==> src/rtl/scc_pkg.sv <==
// scc_pkg: shared types, operation codes and shape tables for the sprite column compositor.
// Depends on nothing; used by scc_slot_unit and sprite_column_compositor.
package scc_pkg;

	localparam int unsigned SHAPE_COUNT = 5;

	localparam logic [1:0] OP_RENDER = 2'd0;
	localparam logic [1:0] OP_TICK   = 2'd1;
	localparam logic [1:0] OP_LOAD   = 2'd2;

	// input beat, last field in the lowest bits
	typedef struct packed {
		logic [4:0] pad;
		logic [3:0] row_period;
		logic [3:0] column_period;
		logic       row_direction;
		logic       column_direction;
		logic [7:0] life;
		logic [2:0] color;
		logic [7:0] start_column;
		logic [2:0] shape;
		logic [2:0] slot;
		logic [7:0] column;
	} in_beat_t;

	typedef struct packed {
		logic [7:0] blue_bits;
		logic [7:0] green_bits;
		logic [7:0] red_bits;
	} out_beat_t;

	typedef struct packed {
		logic [7:0] red;
		logic [7:0] green;
		logic [7:0] blue;
	} rgb_t;

	// one sprite slot as the shared unit sees it
	typedef struct packed {
		logic [7:0] life;
		logic [2:0] shape;
		logic [7:0] pos;
		logic [2:0] roff;
		logic [2:0] color;
		logic       cdir;
		logic       rdir;
		logic [3:0] cper;
		logic [3:0] rper;
		logic [3:0] ccnt;
		logic [3:0] rcnt;
	} slot_t;

	function automatic logic [7:0] shape_line(input logic [2:0] sh, input logic [1:0] off);
		logic [31:0] rows;
		unique case (sh)
			3'd0:    rows = 32'h0000_1818;
			3'd1:    rows = 32'h0010_3810;
			3'd2:    rows = 32'h0818_1808;
			3'd3:    rows = 32'h2418_1824;
			3'd4:    rows = 32'h1824_2418;
			default: rows = 32'h0000_0000;
		endcase
		return rows[8*off +: 8];
	endfunction

	function automatic logic [2:0] shape_width(input logic [2:0] sh);
		unique case (sh)
			3'd0:    return 3'd2;
			3'd1:    return 3'd3;
			3'd2, 3'd3, 3'd4: return 3'd4;
			default: return 3'd0;
		endcase
	endfunction

	function automatic logic signed [2:0] shape_rmin(input logic [2:0] sh);
		unique case (sh)
			3'd3, 3'd4: return -3'sd2;
			default:    return -3'sd3;
		endcase
	endfunction

	function automatic logic signed [2:0] shape_rmax(input logic [2:0] sh);
		unique case (sh)
			3'd1, 3'd3, 3'd4: return 3'sd2;
			default:          return 3'sd3;
		endcase
	endfunction

endpackage

==> src/rtl/scc_slot_unit.sv <==
// scc_slot_unit: shared per-slot datapath, one sprite per cycle.
// Render composite step and tick motion update. Depends on scc_pkg.
module scc_slot_unit #(
	parameter int unsigned SCREEN_COLUMNS = 256
) (
	input  scc_pkg::slot_t slot_in,
	input  logic [7:0]     cur_col,
	input  scc_pkg::rgb_t  acc_in,
	output scc_pkg::slot_t slot_out,
	output scc_pkg::rgb_t  acc_out
);

	localparam logic [8:0] SC9 = 9'(SCREEN_COLUMNS);
	localparam logic [7:0] LAST_COL = 8'(SCREEN_COLUMNS - 1);

	logic              live;
	logic [8:0]        dif;
	logic [8:0]        offs;
	logic              hit;
	logic [7:0]        line;
	logic [7:0]        shifted;
	logic [7:0]        rev;
	logic [2:0]        neg_r;
	logic [3:0]        cc;
	logic [3:0]        rc;
	logic [7:0]        life_dec;
	logic [7:0]        pos_next;
	logic signed [2:0] r_new;

	assign live = (slot_in.life != 8'd0);

	// render: column distance modulo screen width, then shift and flip the line
	always_comb begin
		dif = {1'b0, cur_col} - {1'b0, slot_in.pos};
		offs = dif[8] ? (dif + SC9) : dif;
		hit = live && (slot_in.shape < 3'(scc_pkg::SHAPE_COUNT))
			&& (offs < {6'd0, scc_pkg::shape_width(slot_in.shape)});
		line = scc_pkg::shape_line(slot_in.shape, offs[1:0]);
		neg_r = 3'd0 - slot_in.roff;
		if (!slot_in.roff[2] && slot_in.roff != 3'd0) begin
			shifted = line >> slot_in.roff;
		end else begin
			shifted = line << neg_r;
		end
		for (int i = 0; i < 8; i++) begin
			rev[i] = shifted[7 - i];
		end
		acc_out = acc_in;
		if (hit) begin
			acc_out.red   = (acc_in.red & ~rev) | (slot_in.color[2] ? rev : 8'd0);
			acc_out.green = (acc_in.green & ~rev) | (slot_in.color[1] ? rev : 8'd0);
			acc_out.blue  = (acc_in.blue & ~rev) | (slot_in.color[0] ? rev : 8'd0);
		end
	end

	// tick: counters, life, column move and row bounce
	always_comb begin
		slot_out = slot_in;
		cc = slot_in.ccnt + 4'd1;
		rc = slot_in.rcnt + 4'd1;
		life_dec = slot_in.life - 8'd1;
		if (slot_in.cdir) begin
			pos_next = (slot_in.pos == 8'd0) ? LAST_COL : slot_in.pos - 8'd1;
		end else begin
			pos_next = (({1'b0, slot_in.pos} + 9'd1) == SC9) ? 8'd0 : slot_in.pos + 8'd1;
		end
		r_new = $signed(slot_in.roff + (slot_in.rdir ? 3'b111 : 3'b001));
		if (live) begin
			if (cc >= slot_in.cper) begin
				slot_out.life = life_dec;
				if (life_dec != 8'd0) begin
					slot_out.pos = pos_next;
					cc = 4'd0;
				end
			end
			if (rc >= slot_in.rper) begin
				rc = 4'd0;
				slot_out.roff = r_new;
				if (r_new >= scc_pkg::shape_rmax(slot_in.shape)
					|| r_new <= scc_pkg::shape_rmin(slot_in.shape)) begin
					slot_out.rdir = ~slot_in.rdir;
				end
			end
			slot_out.ccnt = cc;
			slot_out.rcnt = rc;
		end
	end

endmodule

==> src/rtl/sprite_column_compositor.sv <==
// sprite_column_compositor: sprite table, slot sequencer and output register.
// Depends on scc_pkg and scc_slot_unit.

// Sprite compositor for a column-scanned display 8 pixels tall. Each input beat carries an
// operation in s_tuser: render (0) composites the live sprites covering one column into
// bit-reversed red/green/blue bytes, slot 0 first and later slots on top; tick (1) advances
// counters, life, column position and row bounce of every live sprite; load (2) writes one
// slot and zeroes its row offset and counters. Only render produces an output beat; code 3
// and loads to a slot beyond the table are dropped. Column values are reduced modulo
// SCREEN_COLUMNS by repeated subtraction. One shared slot unit visits one sprite per cycle.
// The input is not ready while a beat is in progress. A finished render waits in the output
// register; the next beat can be accepted while it is held, and a following render stalls
// at its end only until that register is free.
module sprite_column_compositor #(
	parameter int unsigned SPRITE_SLOTS   = 8,
	parameter int unsigned SCREEN_COLUMNS = 256
) (
	input  logic        clk,
	input  logic        arst_n,
	input  logic        s_tvalid,
	output logic        s_tready,
	// [7:0] column, [10:8] slot, [13:11] shape, [21:14] start_column, [24:22] color,
	// [32:25] life, [33] column_direction, [34] row_direction, [38:35] column_period,
	// [42:39] row_period, [47:43] zero
	input  logic [47:0] s_tdata,
	// [1:0] operation
	input  logic [1:0]  s_tuser,
	output logic        m_tvalid,
	input  logic        m_tready,
	// [7:0] red_bits, [15:8] green_bits, [23:16] blue_bits
	output logic [23:0] m_tdata
);

	localparam int unsigned SW = (SPRITE_SLOTS > 1) ? $clog2(SPRITE_SLOTS) : 1;
	localparam logic [SW-1:0] LAST_IDX = SW'(SPRITE_SLOTS - 1);
	localparam logic [8:0] SC9 = 9'(SCREEN_COLUMNS);
	localparam logic [7:0] SC8 = 8'(SCREEN_COLUMNS);

	typedef enum logic [1:0] {
		ST_IDLE,
		ST_REDUCE,
		ST_WALK,
		ST_FLUSH
	} state_t;

	state_t            state_q;
	logic [1:0]        op_q;
	logic [SW-1:0]     idx_q;
	logic [7:0]        val_q;
	scc_pkg::rgb_t     acc_q;
	logic              m_tvalid_q;
	scc_pkg::out_beat_t out_q;
	scc_pkg::in_beat_t in_q;
	scc_pkg::in_beat_t in_beat;

	// sprite table: life resets to zero (all slots dead), the rest is written by load and tick
	logic [7:0]        life_q [SPRITE_SLOTS];
	scc_pkg::slot_t    tbl_q  [SPRITE_SLOTS];

	scc_pkg::slot_t    cur_slot;
	scc_pkg::slot_t    next_slot;
	scc_pkg::rgb_t     acc_next;
	scc_pkg::slot_t    load_slot;

	logic              s_hs;
	logic              reduce_more;
	logic              load_ok;
	logic              tick_wr;
	logic              load_wr;
	logic              out_free;

	assign in_beat  = scc_pkg::in_beat_t'(s_tdata);
	assign s_tready = (state_q == ST_IDLE);
	assign s_hs     = s_tvalid && s_tready;
	assign m_tvalid = m_tvalid_q;
	assign m_tdata  = out_q;
	assign out_free = !m_tvalid_q || m_tready;

	assign reduce_more = ({1'b0, val_q} >= SC9);
	assign load_ok     = ({3'd0, in_q.slot} < 6'(SPRITE_SLOTS));
	assign load_wr     = (state_q == ST_REDUCE) && !reduce_more
		&& (op_q == scc_pkg::OP_LOAD) && load_ok;
	assign tick_wr     = (state_q == ST_WALK) && (op_q == scc_pkg::OP_TICK);

	always_comb begin
		cur_slot = tbl_q[idx_q];
		cur_slot.life = life_q[idx_q];
	end

	always_comb begin
		load_slot.life  = in_q.life;
		load_slot.shape = in_q.shape;
		load_slot.pos   = val_q;
		load_slot.roff  = 3'd0;
		load_slot.color = in_q.color;
		load_slot.cdir  = in_q.column_direction;
		load_slot.rdir  = in_q.row_direction;
		load_slot.cper  = in_q.column_period;
		load_slot.rper  = in_q.row_period;
		load_slot.ccnt  = 4'd0;
		load_slot.rcnt  = 4'd0;
	end

	scc_slot_unit #(
		.SCREEN_COLUMNS(SCREEN_COLUMNS)
	) u_unit (
		.slot_in (cur_slot),
		.cur_col (val_q),
		.acc_in  (acc_q),
		.slot_out(next_slot),
		.acc_out (acc_next)
	);

	// beat payload, held for the whole operation
	always_ff @(posedge clk) begin
		if (s_hs) begin
			in_q <= in_beat;
		end
	end

	always_ff @(posedge clk or negedge arst_n) begin
		if (!arst_n) begin
			for (int i = 0; i < SPRITE_SLOTS; i++) begin
				life_q[i] <= 8'd0;
			end
		end else if (load_wr) begin
			life_q[SW'(in_q.slot)] <= in_q.life;
		end else if (tick_wr) begin
			life_q[idx_q] <= next_slot.life;
		end
	end

	always_ff @(posedge clk) begin
		if (load_wr) begin
			tbl_q[SW'(in_q.slot)] <= load_slot;
		end else if (tick_wr) begin
			tbl_q[idx_q] <= next_slot;
		end
	end

	// sequencer and output register
	always_ff @(posedge clk or negedge arst_n) begin
		if (!arst_n) begin
			state_q    <= ST_IDLE;
			op_q       <= scc_pkg::OP_RENDER;
			idx_q      <= '0;
			val_q      <= 8'd0;
			acc_q      <= '0;
			m_tvalid_q <= 1'b0;
			out_q      <= '0;
		end else begin
			// flush reloads the register itself when it hands a beat over
			if (m_tvalid_q && m_tready && state_q != ST_FLUSH) begin
				m_tvalid_q <= 1'b0;
			end
			unique case (state_q)
				ST_IDLE: begin
					idx_q <= '0;
					acc_q <= '0;
					if (s_hs) begin
						op_q <= s_tuser;
						unique case (s_tuser)
							scc_pkg::OP_RENDER: begin
								val_q   <= in_beat.column;
								state_q <= ST_REDUCE;
							end
							scc_pkg::OP_LOAD: begin
								val_q   <= in_beat.start_column;
								state_q <= ST_REDUCE;
							end
							scc_pkg::OP_TICK: state_q <= ST_WALK;
							default:          state_q <= ST_IDLE;
						endcase
					end
				end
				ST_REDUCE: begin
					if (reduce_more) begin
						val_q <= val_q - SC8;
					end else if (op_q == scc_pkg::OP_RENDER) begin
						state_q <= ST_WALK;
					end else begin
						state_q <= ST_IDLE;
					end
				end
				ST_WALK: begin
					acc_q <= acc_next;
					idx_q <= idx_q + SW'(1);
					if (idx_q == LAST_IDX) begin
						state_q <= (op_q == scc_pkg::OP_RENDER) ? ST_FLUSH : ST_IDLE;
					end
				end
				ST_FLUSH: begin
					if (out_free) begin
						out_q.red_bits   <= acc_q.red;
						out_q.green_bits <= acc_q.green;
						out_q.blue_bits  <= acc_q.blue;
						m_tvalid_q       <= 1'b1;
						state_q          <= ST_IDLE;
					end else if (m_tvalid_q && m_tready) begin
						m_tvalid_q <= 1'b0;
					end
				end
				default: state_q <= ST_IDLE;
			endcase
		end
	end

	// a new output beat only comes out of the flush step
	assert property (@(posedge clk) disable iff (!arst_n)
		$rose(m_tvalid) |-> $past(state_q == ST_FLUSH))
		else $error("output beat raised outside flush");

	// the slot walk never runs past the table
	assert property (@(posedge clk) disable iff (!arst_n)
		(state_q == ST_WALK) |-> (idx_q <= LAST_IDX))
		else $error("slot index beyond table");

	// walking uses a column already reduced below the screen width
	assert property (@(posedge clk) disable iff (!arst_n)
		(state_q == ST_WALK && op_q == scc_pkg::OP_RENDER) |-> ({1'b0, val_q} < SC9))
		else $error("render column not reduced");

	// a flush that finds the output register free always hands a beat over
	assert property (@(posedge clk) disable iff (!arst_n)
		(state_q == ST_FLUSH && out_free) |=> (m_tvalid && state_q == ST_IDLE))
		else $error("flush lost a render result");

endmodule

==> config.mk <==
export PLATFORM = sky130hd
export DESIGN_NAME = sprite_column_compositor
export DESIGN_NICKNAME = d
export VERILOG_FILES = /design/src/rtl/scc_pkg.sv /design/src/rtl/scc_slot_unit.sv /design/src/rtl/sprite_column_compositor.sv
export SDC_FILE = /design/constraint.sdc
export NUM_CORES = 1
export LEC_CHECK = 0
export BUFFER_PORTS_ARGS = -buffer_cell sky130_fd_sc_hd__buf_2
export CAP_MARGIN = 25
export CORE_MARGIN = 4
export CORE_UTILIZATION = 50
export CTS_CLUSTER_SIZE = 16
export DETAILED_ROUTE_END_ITERATION = 6
export PLACE_DENSITY = 0.67
export SYNTH_ARGS = -nofsm -noshare
export SYNTH_HDL_FRONTEND = slang
export SYNTH_SLANG_ARGS = --single-unit
==> constraint.sdc <==
create_clock -name clk -period 8.3 [get_ports clk]
set_input_delay 0.83 -clock clk [delete_from_list [all_inputs] [get_ports clk]]
set_output_delay 0.83 -clock clk [all_outputs]
set_load 0.02 [all_outputs]
==> metrics, run 1 <==
fin cells=2194; H-tree level count=2; switching share of power=0.4186; TritonRoute pass-1 iters=7; worst endpoint data arrival time=roughly 6200 ps; Final GP Congestion=0.8831; Avg WL per Cell=around 24 µm; ant diodes=0; actual slew at the worst max-slew pin=1032 ps; Rows=between 70 and 80; crit path kind=reg2reg; total wire length=53.05 mm; Max-cap violations=0; run status=complete, but fails checks; Mapped Nets=roughly 1.7k; setup TNS=0 ps; Overflow after GRT=0; async set or reset register ratio after synthesis=0.2943; Fillers=~3.2k; clk sinks=435; Synth Flop Type=edfxtp_1; clock share of power=0.200; Ports=80; Post-synth EDFFs=a little over 300; Die Wd=209.8 µm; drc violations=14; Worst slew margin=0.3009; post-layout instance area=between 20000 and 25000 µm²; Reg clk slew, reported paths=60 ps; Fin. Hold Viols=0; top cell type by total area after synthesis=edfxtp_1; synth top area cells=edfxtp_1 45%, dfrtp_1 16%, mux4_2 3.2%; Leak Pwr=8.458 nW; failing checks=design-rule violations; dpl cells=2112; PortBufs=74; Logic pwr share=0.487; Longest Clk Path Bufs=3; CTS Buf Count=45; maximum vdd drop=214.8 µV; CTS Hold Buffers Added=0; max-slew violation count=0; top-count cell post-synth=edfxtp_1; Int Power=between 5 and 6 mW; Setup Skew=17.06 ps; placed cell area=21350 µm²; Max Freq=0.1685 GHz; number of global-route vias before repair=13.93k; final setup fails=0; final design utilization=0.5702; DP HPWL=32.64 mm; DR iter-0 viols=1444; Max FO, Critical Path=46; PnR Total Power=approximately 10 mW; antenna violations before repair=0; Clock Latency Late Sink=between 500 and 600 ps; Final nets=1724; min-delay worst type=in2async; largest net degree at the start of global routing=75; CP Launch Type=flop; Pwr Density=433.4 nW/µm²; post-synthesis register bit count=435; post-CTS setup buffer count=0; Initial Util=0.5091; global-route usage over all layers=0.2401; Setup crit end kind=flop; syn avg cell area=13.05 µm²; unrepaired setup endpoints after global routing=no; post-route minimum period=5935 ps; DR vias=13.77k; Die ar.=44030 µm²; Mapped Area=20370 µm²; cell count of the worst reg-to-reg path=11; ANT nets after route=0; sequential element share of the synthesized area=0.6099; P_sw=a little over 4 mW; Reg power frac=0.312; share of cells above drive strength 1=0.1869; vias per inst=about 6.3; Mapped Cells=around 1.6k; Distinct cells, synth=98; first-pass GRT wire length=81.98 mm; area share of the largest cell type after synthesis=0.4526; Ys Warns=0; Final period util=0.7151; area delta synth->final=12.01%; CTS tree=done; synth cell count leaders=307 x edfxtp_1, 152 x nand2_1, 128 x dfrtp_1; Root Buffer=clkbuf_16; CP required=8530 ps; post-cts resize count=0; Die Span Y=about 210 µm; core box area=40010 µm²
[per-stage QoR]
stage / hold slack [ps] / worst slack, ps
floorplan: 441.9 / 3355
global placement: 454.9 / 2601
detailed placement: 463.5 / 2436
CTS: 301.9 / 2408
global route: 352.6 / 2129
finish: 301.2 / 2365
[power groups by stage]
stage / combinational, mW / sequential, mW / clock [mW]
6_report: 4.82 / 3.09 / 1.98
5_1_grt: 5.26 / 3.13 / 2.12
2_1_floorplan: 3.54 / 3.06 / 0
4_1_cts: 4.78 / 3.09 / 2.02
3_5_place_dp: 4.75 / 3.13 / 0
3_3_place_gp: 4.68 / 3.11 / 0
[logic make-up after synthesis]
logic type,synth area share
flops,0.6099
simple gates,0.09172
compound gates,0.1399
mux,0.09731
buf+inv,0.02857
fa+ha+maj,0.02224
xor+xnor,0.01038
[registers in the layout (all words and copies together), names as in the netlist]
name and count:
tbl_q 280, life_q 64, state_q 2, acc_q 24
in_q 27, op_q 2, idx_q 3, m_tvalid 1
m_tdata 24, val_q 8
[cells in the final DEF (no fill, tap or decap), drive strengths merged, types with 7 or more instances in the layout]
cell type,instances
edfxtp,307
nand3,22
ha,33
a31oi,11
clkbuf,50
dfrtp,128
a22oi,52
nand3b,9
o22ai,11
nor2b,12
a221oi,40
nor2,119
mux2i,66
clkinv,28
o22a,11
mux2,52
o21a,20
buf,117
nand2,154
a222oi,9
or2,8
a21o,13
and2,13
nor3,21
xnor2,16
a22o,8
o21ai,73
a211oi,7
inv,34
o221ai,15
o211ai,10
nand2b,11
a21oi,71
mux4,32
[routing by layer]
metal	vias up	track usage	wire length [µm]
met5	-	0	0
met4	0	0.08708	1737
met3	127	0.03677	4214
met2	630	0.3883	25160
met1	6844	0.3335	21940
li1	6166	-	-
[layout make-up]
class	count	area [µm²]	share of cell area
flip-flops and latches	435	12430	0.5448
repair buffers	117	735.7	0.03225
clock buffers	50	1166	0.05112
multi-input cells	1000	7416	0.3251
well taps	525	656.9	0.02879
clock inverters	31	272.8	0.01196
inverters	36	137.6	0.006033
[worst max-delay path, cell delays in order (launching register included)]
cell       delay, ps
dfrtp_2          700
buf_4            680
mux2_2           430
a2111oi_4        780
ha_1             350
nand2_1          100
or4_4            690
and2_1           420
o41ai_4          120
buf_4            280
nor2_1           100
o311ai_1         880
[path summary, 6_finish.rpt]
| check | start | to | slack [ps] |
|---|---|---|---|
| worst max register to register | idx_q[2] | tbl_q[0][31] | 2360 |
| worst min register to register | life_q[12] | life_q[12] | 480 |
| max in group asynchronous | arst_n | life_q[53] | 6910 |
| worst min-delay path | arst_n | op_q[1] | 300 |
| min in group clk | s_tdata[22] | in_q[22] | 420 |
| worst max-delay path | idx_q[2] | tbl_q[0][31] | 2360 |
Note: power is estimated with default switching activity, not from simulation.
==> inputs of run 2 (changes only) <==
clock period = 5.7 ns   (was 8.3 ns; I/O delays follow)
==> metrics, run 2 (synthesized netlist as in run 1, its figures left out) <==
largest net degree at the start of global routing=53; Setup Skew=32.34 ps; maximum vdd drop=364.1 µV; number of global-route vias before repair=~14k; Fin. Hold Viols=0; clk sinks=around 440; unrepaired setup endpoints after global routing=no; most common cell after layout, fill and taps aside=edfxtp_1; Multi-input gate area=7407 µm²; DR iter-0 viols=1507; min-delay worst type=in2async; Largest regs=tbl_q (280), life_q (64), in_q (27); Max FO, Critical Path=29; Most flops, register=tbl_q; Clock Latency Late Sink=590 ps; max-slew violation count=0; fin cells=2212; CP Launch Type=flop; Max Freq=0.1993 GHz; P_sw=6.121 mW; dpl cells=2129; switching share of power=0.4190; Fillers=3243; area delta synth->final=12.93%; crit path cell chain=buf_12 > nor3_2 > a221oi_2 > fa_1 > nor2b_1 > a32o_1 > a221oi_1 > o211ai_1 > nor2_1 > a211oi_1 > o21bai_1 > mux2i_1; Top delay family on crit path=compound AO/OA/AOI/OAI gates; Root Buffer=clkbuf_16; post-route minimum period=5017 ps; Die ar.=between 40000 and 50000 µm²; setup TNS=0 ps; Buf/Inv on CP=1; antenna violations before repair=0; total wire length=53.45 mm; hold_ws=~17 ps; Leak Pwr=8.547 nW; CTS Buf Count=44; Avg WL per Cell=24.17 µm; placed cell area=21540 µm²; Die Wd=209.8 µm; PortBufs=74; first-pass GRT wire length=82.92 mm; Max-cap violations=0; TritonRoute pass-1 iters=6; ANT nets after route=0; Int Power=8.488 mW; post-CTS setup buffer count=0; CTS Hold Buffers Added=0; DP HPWL=34.55 mm; post-cts resize count=0; Rows=73; run status=completed; actual slew at the worst max-slew pin=1065 ps; Final period util=0.8802; Final nets=between 1.5k and 2k; share of cells above drive strength 1=0.1968; Final GP Congestion=0.8923; Overflow after GRT=0; Ports=80; CTS tree=done; clock share of power=0.197; Setup crit end kind=flop; Longest Clk Path Bufs=3; Reg area=roughly 12000 µm²; Initial Util=0.5091; most frequent cells in the layout=307 x edfxtp_1, 152 x nand2_1, 125 x dfrtp_1; Reg clk slew, reported paths=about 60 ps; vias per inst=6.321; crit path kind=reg2reg; DR vias=13.98k; core box area=about 40000 µm²; Logic pwr share=0.495; pre-CTS setup slack=roughly 720 ps; ant diodes=0; Pwr Density=between 600 and 700 nW/µm²; Final WS setup=about 680 ps; final setup fails=0; Die Span Y=between 200 and 250 µm; global-route usage over all layers=0.2430; worst endpoint data arrival time=5510 ps; post-layout instance area=between 20000 and 25000 µm²; drc violations=0; Worst path slowest cell=fa_1; CP required=6190 ps; CP peak stage delay=920 ps; Largest register FFs=280; H-tree level count=2; Worst slew margin=0.2864; Reg power frac=0.307
==> run 2: cell types whose count changed in the layout (fill, tap and decap cells not counted), sizes merged <==
cell | before | now
buf | 117 | 134
clkinvlp | 1 | 4
clkbuf | 50 | 48
clkinv | 28 | 27
inv | 34 | 35
==> run 2: worst paths after layout <==
kind	start	end	slack, ps	depth (start not counted)
min in group clk	s_tdata[23]	in_q[23]	160	1
setup / recovery	idx_q[0]	acc_q[20]	680	12
hold reg to reg	life_q[58]	life_q[58]	480	2
hold / removal	arst_n	idx_q[0]	20	1
setup reg to reg	idx_q[0]	acc_q[20]	680	12
max in group asynchronous	arst_n	life_q[37]	4550	2
==> run 2: routing by layer <==
layer	up-vias	wire length, µm	GRT usage
li1	6209	-	-
met2	630	25500	0.3965
met5	-	0	0
met4	0	1709	0.08303
met1	7031	21970	0.3334
met3	112	4281	0.04215
==> run 2: layout make-up <==
| cell class | instances | share of cell area |
|---|---|---|
| clock buffers | 48 | 0.04983 |
| clock inverters | 34 | 0.01311 |
| inverters | 36 | 0.005984 |
| multi-input cells | 1000 | 0.3221 |
| flip-flops and latches | 435 | 0.5404 |
| well taps | 525 | 0.02856 |
| repair buffers | 134 | 0.04009 |
==> run 2: power by group through the flow <==
stage	logic, mW	registers (mW)	clock network [mW]
2_1_floorplan	5.16	4.45	0
4_1_cts	7.12	4.49	2.93
3_5_place_dp	7.08	4.55	0
3_3_place_gp	6.97	4.53	0
5_1_grt	7.90	4.55	3.07
6_report	7.24	4.49	2.88
==> run 2: stage by stage <==
| stage | util | power (mW) |
|---|---|---|
| 3_5_place_dp | 0.5384 | 11.63 |
| 2_1_floorplan | - | 9.611 |
| 3_3_place_gp | 0.5381 | 11.49 |
| 5_1_grt | 0.5749 | 15.52 |
| 6_report | 0.5749 | 14.61 |
| 4_1_cts | 0.5746 | 14.55 |
